### src/sv/fla_pkg.sv
// Package for the free-list block allocator: types, codes and sizing constants.
// Depends on nothing; used by every module under sv/.
package fla_pkg;

  localparam int HeapGranulesDef   = 128;
  localparam int HeaderGranulesDef = 3;
  localparam int MaxExtentsDef     = 64;
  localparam int GranuleBytes      = 8;
  localparam int AddrW             = 10;
  localparam int ReqW              = 11;

  typedef enum logic [1:0] {
    ST_DONE    = 2'd0,
    ST_NOFIT   = 2'd1,
    ST_BADFREE = 2'd2
  } status_t;

  typedef enum logic {
    OP_ALLOC = 1'b0,
    OP_FREE  = 1'b1
  } op_t;

  typedef enum logic {
    FIT_FIRST = 1'b0,
    FIT_BEST  = 1'b1
  } fit_t;

  localparam logic [0:0] REG_FIT = 1'b0;

  typedef enum logic [2:0] {
    S_IDLE,
    S_LOOK,
    S_SCAN,
    S_EDIT,
    S_OUT
  } state_t;

  // Shift command broadcast from the controller to the extent chain.
  typedef enum logic [1:0] {
    SH_NONE,
    SH_WRITE,
    SH_INSERT,
    SH_REMOVE
  } shift_t;

endpackage

### src/sv/fla_cell.sv
// One slot of the address-ordered extent chain; takes part in shift edits.
// Depends on fla_pkg.
module fla_cell
  import fla_pkg::*;
#(
  parameter int GW = 7,
  parameter int SW = 8,
  parameter logic [GW-1:0] RST_START = '0,
  parameter logic [SW-1:0] RST_SIZE  = '0
) (
  input  logic          clk,
  input  logic          rst,
  input  shift_t        cmd,
  input  logic          sel,      // this cell is the edit point
  input  logic          above,    // this cell lies past the edit point
  input  logic [GW-1:0] new_start,
  input  logic [SW-1:0] new_size,
  input  logic [GW-1:0] prev_start,
  input  logic [SW-1:0] prev_size,
  input  logic [GW-1:0] next_start,
  input  logic [SW-1:0] next_size,
  output logic [GW-1:0] start,
  output logic [SW-1:0] size
);

  always_ff @(posedge clk) begin
    if (rst) begin
      start <= RST_START;
      size  <= RST_SIZE;
    end else begin
      case (cmd)
        SH_WRITE: begin
          if (sel) begin
            start <= new_start;
            size  <= new_size;
          end
        end
        SH_INSERT: begin
          if (sel) begin
            start <= new_start;
            size  <= new_size;
          end else if (above) begin
            start <= prev_start;
            size  <= prev_size;
          end
        end
        SH_REMOVE: begin
          if (sel || above) begin
            start <= next_start;
            size  <= next_size;
          end
        end
        default: begin
        end
      endcase
    end
  end

endmodule

### src/sv/fla_chain.sv
// Row of extent cells plus the registered read port that the scan uses to read one entry per cycle.
// Depends on fla_pkg and fla_cell.
module fla_chain
  import fla_pkg::*;
#(
  parameter int N  = 64,
  parameter int GW = 7,
  parameter int SW = 8,
  parameter logic [SW-1:0] INIT_SIZE = '0
) (
  input  logic                  clk,
  input  logic                  rst,
  input  shift_t                cmd,
  input  logic [$clog2(N)-1:0]  pos,
  input  logic [GW-1:0]         new_start,
  input  logic [SW-1:0]         new_size,
  input  logic [$clog2(N)-1:0]  rd_idx,
  output logic [GW-1:0]         rd_start,
  output logic [SW-1:0]         rd_size
);

  localparam int IW = $clog2(N);

  logic [GW-1:0] st [N];
  logic [SW-1:0] sz [N];

  for (genvar i = 0; i < N; i++) begin : g_cell
    localparam logic [SW-1:0] RS = (i == 0) ? INIT_SIZE : '0;
    logic [GW-1:0] ps, ns;
    logic [SW-1:0] pz, nz;
    if (i == 0) begin : g_first
      assign ps = '0;
      assign pz = '0;
    end else begin : g_mid
      assign ps = st[i-1];
      assign pz = sz[i-1];
    end
    if (i == N - 1) begin : g_last
      assign ns = '0;
      assign nz = '0;
    end else begin : g_inner
      assign ns = st[i+1];
      assign nz = sz[i+1];
    end
    fla_cell #(.GW(GW), .SW(SW), .RST_START('0), .RST_SIZE(RS)) u_cell (
      .clk, .rst, .cmd,
      .sel       (pos == IW'(i)),
      .above     (IW'(i) > pos),
      .new_start, .new_size,
      .prev_start(ps), .prev_size(pz),
      .next_start(ns), .next_size(nz),
      .start     (st[i]),
      .size      (sz[i])
    );
  end

  // Registered read port for the scan.
  always_ff @(posedge clk) begin
    rd_start <= st[rd_idx];
    rd_size  <= sz[rd_idx];
  end

endmodule

### config.mk
export PLATFORM = sky130hd
export DESIGN_NAME = fla_chain
export DESIGN_NICKNAME = d
export VERILOG_FILES = /design/src/sv/fla_pkg.sv /design/src/sv/fla_cell.sv /design/src/sv/fla_chain.sv
export SDC_FILE = /design/constraint.sdc
export NUM_CORES = 2
export LEC_CHECK = 0
export BUFFER_PORTS_ARGS = -buffer_cell sky130_fd_sc_hd__buf_2
export CAP_MARGIN = 20
export CORE_UTILIZATION = 40
export CTS_CLUSTER_SIZE = 14
export DETAILED_ROUTE_END_ITERATION = 8
export PLACE_DENSITY = 0.62
export SLEW_MARGIN = 20
export SYNTH_ARGS = -nofsm -noshare
export SYNTH_HDL_FRONTEND = slang
export SYNTH_SLANG_ARGS = --single-unit
### constraint.sdc
create_clock -name clk -period 4.85 [get_ports clk]
set_input_delay 0.97 -clock clk [delete_from_list [all_inputs] [get_ports clk]]
set_output_delay 0.97 -clock clk [all_outputs]
set_load 0.01 [all_outputs]
=== After elaboration in Yosys (flattened, before gate mapping) ===
Index checks and enable logic that the tools add are counted.

* Register bits: 975
* Input bits: 31
* Word-level logic and storage cells: 1,230
* Output and inout port bits: 15

* Bitwise gates (word level): 1
* Equality and inequality tests: 258
* Magnitude comparators: 65
* Reductions and logical operators: 130
* Muxes and demuxes: 646

{| class="wikitable"
|+ Operators by type and width
! operator !! number
|-
| two-way mux 8 bit || 258
|-
| two-way mux 7 bit || 258
|-
| one-hot mux 8 bit (3 select lines) || 64
|-
| one-hot mux 7 bit (3 select lines) || 64
|-
| inequality test 2 x 1 -> 1 bit (second input constant) || 128
|-
| AND reduction 4 bit || 64
|-
| equality test 6 bit (second input constant) || 32
|-
| > comparator 6 bit (first input constant) || 32
|-
| inequality test 3 x 1 -> 1 bit (second input constant) || 64
|-
| equality test 6 x 5 -> 1 bit (second input constant) || 16
|-
| > comparator 5 x 6 -> 1 bit (first input constant) || 16
|-
| logical OR 1 bit || 64
|-
| binary-select mux 8 bit (select 6 bit) || 1
|-
| equality test 6 x 4 -> 1 bit (second input constant) || 8
|-
| > comparator 4 x 6 -> 1 bit (first input constant) || 8
|-
| binary-select mux 7 bit (select 6 bit) || 1
|-
| equality test 6 x 3 -> 1 bit (second input constant) || 4
|-
| > comparator 3 x 6 -> 1 bit (first input constant) || 4
|-
| equality test 6 x 2 -> 1 bit (second input constant) || 2
|-
| > comparator 1 x 6 -> 1 bit (first input constant) || 2
|-
| > comparator 2 x 6 -> 1 bit (first input constant) || 2
|-
| >= comparator 7 bit (second input constant) || 1
|-
| NOT 6 -> 7 bit || 1
|-
| equality test 6 x 1 -> 1 bit (second input constant) || 1
|-
| other kinds (4) || 5
|}

=== Longest topological paths before layout ===
* Depth in word-level cells: 4
* Gate-level depth with buffers: 10
* Mapped depth without buffers: 5

=== Cells and area by module ===
A second synthesis with hierarchy kept.

* Cell total of the unflattened synthesis: 7,095
* Area, all modules: 61,607.8 µm²

{| class="wikitable"
|+ Modules (own cells, without submodules)
! module !! times used !! sequential area each (µm²) !! area each (µm²) !! cells each
|-
| fla_cell || 64 || 300.3 || 820.8 || 98
|-
| fla_chain || 1 || 300.3 || 9,077.5 || 823
|}

=== Least setup slack after synthesis ===
Ideal clock, no wire load.

* Kind: input -> register
* Start: input port rd_idx[1]
* End: register rd_size[2]
* Setup time: 0.122 ns
* Cell stages on the path: 8
* Data required time: 4.728 ns
* Setup slack: 2.109 ns
* Path buffers: 4
* Arrival: 2.619 ns
* Cells stage by stage: buf_2 -> buf_4 -> buf_2 -> buf_2 -> mux4_2 -> mux2_2 -> o211ai_1 -> o21ai_1

* Cells in the longest elaborated chain, start to end: 4

{| class="wikitable"
|+ RTL lines
! element !! RTL line !! source
|-
| from (decl) || fla_chain.sv:17 || <nowiki>input logic [$clog2(N)-1:0] rd_idx,</nowiki>
|-
| NOT 6 -> 7 bit (implied by the code) || fla_chain.sv:60 || <nowiki>rd_size <= sz[rd_idx];</nowiki>
|-
| binary-select mux 8 bit (select 6 bit) || fla_chain.sv:60 ||
|-
| two-way mux 8 bit (implied by the code) (2 in series) || fla_chain.sv:60 ||
|-
| to (signal assigned) || fla_chain.sv:60 ||
|-
| to (decl) || fla_chain.sv:19 || <nowiki>output logic [SW-1:0] rd_size</nowiki>
|}

Every way passes these cells. The select of a mux whose other input is x is not followed.
A chain may end at the register's enable or synchronous reset.

=== Final worst setup path ===
* Start: input port rd_idx[1]
* End: register rd_start[4]

* Cells in the longest elaborated chain, start to end: 4

{| class="wikitable"
|+ RTL lines
! element !! RTL line !! source
|-
| NOT 6 -> 7 bit (implied by the code) || fla_chain.sv:59 || <nowiki>rd_start <= st[rd_idx];</nowiki>
|-
| binary-select mux 7 bit (select 6 bit) || fla_chain.sv:59 ||
|-
| two-way mux 7 bit (implied by the code) (2 in series) || fla_chain.sv:59 ||
|-
| to (signal assigned) || fla_chain.sv:59 ||
|-
| to (decl) || fla_chain.sv:18 || <nowiki>output logic [GW-1:0] rd_start,</nowiki>
|}

Every way passes these cells. The select of a mux whose other input is x is not followed.

==> run summary <==
clk_skew: 0.0561 ns
worst path buffer plus inverter count: 2
TritonCTS Sinks: 975
Post-synth EDFFs: 0
Slew Viols, Final: 0
Fmax: 0.311 GHz
CTS hold repair buffers: 0
DIE AREA: 161000 um^2
Clock Tree Buf Depth: 3
gr usage total: 0.320
Power Density: 331 nW/um^2
Area Overhead vs Synth: 7.62%
CTS tree: built
Initial Util: 0.403
initial antenna violation count: 20
fin crit share: 0.664
final hold vios: 0
synthesized flop and latch total: 975
Syn. warnings: 0
RSZ-0062 raised after global routing: false
Root Driver: clkbuf_16
Setup WS post-layout: 1.63 ns
Pre-antenna DRT Iters: 9
ys async rst share: 0
Clock Latency Late Sink: 0.78 ns
routed vias: 68600
detailed placement HPWL: 170 mm
postcts setup bufs: 0
area share of the largest cell type after synthesis: 0.306
Setup TNS: 0 ns
failing checks: design-rule violations
final setup vio count: 0
critical path peak fanout: 47
Crit path largest cell delay: 0.79 ns
CP Cell Sequence: buf_8 > buf_4 > mux4_2 > mux2i_1 > nor2_1 > a211oi_1 > o31ai_1
total grt overflow: 0
leakage: 0.0220 uW
crit path max-delay cell type: a211oi_1
CP arrival: 3.83 ns
Slew headroom: 0.0795
net count after synthesis: 8401
CP Launch Type: primary input
ys flop type: dfxtp_1
filler instances: 15500
share of layout cells above drive strength 1: 0.107
vias in the first global route: 64000
Mapped Avg Cell Area: 7.63 um^2
Avg WL per Cell: 27.3 um
Setup crit end kind: flop
Worst-Margin Slew: 1.38 ns
core area: 158000 um^2
WHS: 0.488 ns
PostCTS Resize Cnt: 0
first-pass GRT wire length: 413 mm
Synth cell types: 77
row count: 146
post-synthesis sequential area ratio: 0.306
dominant cell type by area after synthesis: dfxtp_1
Post-route DRC: 4
top cells by area, synth: dfxtp_1 (31%), a211oi_1 (10%), o211ai_1 (9.7%)
CTS clk-pin slew, worst paths: 0.06 ns
Routed WL: 270 mm
Placer Congestion: 1.04
Tmin final: 3.22 ns
status: finished, violations left
vias per inst: 6.93
Die H: 402 um
max-cap viol count: 0
critical path class: in2reg
TritonCTS buffer count: 114
Port Buffers: 45
pin count of the biggest net entering global routing: 240
Top Ports: 46
worst min path class: reg2reg
Die X: 402 um
H-tree Lvls: 3
Initial DRC Count: 10800
Place WS: 0.952 ns
cell family with most CP delay: multiplexers
cell area after synthesis: 63800 um^2
Critical Path RT: 5.47 ns
NumNets Final: 7749
Post-DRT Antenna Nets: 0
synthesized instance count: 8370
peak supply drop: 0.288 mV
[worst paths after layout]
| kind | startpoint | endpoint | slack (ns) | cells after the start |
|---|---|---|---|---|
| worst max-delay path | rd_idx[1] | rd_start[4] | 1.63 | 7 |
| worst min-delay path | g_cell[27].u_cell.size[4] | g_cell[27].u_cell.size[4] | 0.49 | 2 |
| worst max register to register | g_cell[36].u_cell.start[4] | rd_start[4] | 2.41 | 5 |
| worst min register to register | g_cell[27].u_cell.size[4] | g_cell[27].u_cell.size[4] | 0.49 | 2 |
[cells in the mapped netlist (all sizes together), types with 14 or more instances]
master	number
clkbuf	694
a22o	76
buf	371
o21a	17
mux2	43
a21oi	943
a31oi	20
dfxtp	975
a211o	18
nand2	886
o31ai	14
a2111oi	15
nor2	1002
mux2i	36
mux4	236
o22ai	92
a21o	20
o211ai	828
nor2b	23
nor3	68
nand2b	26
o2bb2ai	15
o21ai	877
a221oi	60
and2	19
a211oi	861
[routing by layer]
metal,vias up,share of wire,global-route usage
met5,-,0.00078,0.00684
met4,16,0.047,0.146
met3,732,0.11,0.0813
met2,4493,0.43,0.470
met1,33100,0.40,0.439
li1,30200,-,-
[report_power, final]
part	internal [uW]	switching, uW
registers	8460	597
logic	1420	2860
clock network	5540	3870
total	15400	7330
[layout make-up]
| cell class | count | area (um^2) | area share |
|---|---|---|---|
| multi-input cells | 6328 | 40000 | 0.582 |
| flip-flops and latches | 975 | 19500 | 0.284 |
| repair buffers | 297 | 2540 | 0.0370 |
| inverters | 2 | 16.3 | 0.000237 |
| diodes | 9 | 22.5 | 0.000328 |
| well taps | 2072 | 2590 | 0.0377 |
| clock buffers | 175 | 3470 | 0.0505 |
| clock inverters | 35 | 541 | 0.00787 |
[state kept, by name, summed over array words and instances, names as in the netlist]
register and count:
g_cell.u_cell.size 512, g_cell.u_cell.start 448, rd_size 8, rd_start 7
[per-stage QoR]
stage                     power (uW)   util  cell area [um^2]  instances
final                          22700  0.434             68700       9893
after global routing           23400  0.434             68700       9888
after CTS                      22600  0.433             68600       9883
after detailed placement       13300  0.408             64600       9673
after global placement         13200  0.408             64600       9671
after floorplan                11900      -             63800       8370
[cells in the final DEF, fill, tap and decap left out, types with 11 or more instances in the layout]
master / Yosys / final
nor2_1: 998 / 995
dfxtp_1: 975 / 975
a21oi_1: 934 / 929
nand2_1: 884 / 884
a211oi_1: 858 / 858
o211ai_1: 828 / 828
o21ai_0: 537 / 537
o21ai_1: 334 / 332
buf_4: 31 / 238
mux4_2: 236 / 236
clkbuf_16: 0 / 118
o22ai_1: 92 / 92
a22o_1: 76 / 76
nor3_1: 64 / 62
a221oi_1: 60 / 60
mux2_2: 43 / 43
mux2i_1: 36 / 36
clkbuf_8: 0 / 30
clkbuf_1: 694 / 27
buf_12: 0 / 27
nand2b_1: 26 / 26
buf_2: 262 / 26
a21o_1: 19 / 19
and2_1: 18 / 18
a31oi_1: 18 / 18
a211o_1: 18 / 18
nor2b_1: 23 / 17
o21a_1: 17 / 17
clkinv_2: 0 / 16
a2111oi_0: 15 / 15
o2bb2ai_1: 15 / 15
o221ai_1: 13 / 13
o31ai_1: 13 / 13
a21oi_2: 8 / 13
nand3_1: 12 / 12
a2111o_1: 12 / 12
bufinv_16: 0 / 12
a22oi_1: 11 / 11
[worst min-delay path: cells and delay by family (launching register included)]
family           cells  cell delay [ns]
flip-flops           1             0.33
AND/OR/NAND/NOR      1             0.06
AO/OA/AOI/OAI        1             0.05
[logic make-up after synthesis]
group | after synthesis | synth area share
AND/OR/NAND/NOR | 2086 | 0.132
XOR/XNOR | 1 | 0.000137
buffers and inverters | 1067 | 0.0703
AO/OA/AOI/OAI | 3926 | 0.395
multiplexers | 315 | 0.0965
flip-flops | 975 | 0.306
No activity file was read; power rests on OpenSTA's default activity.
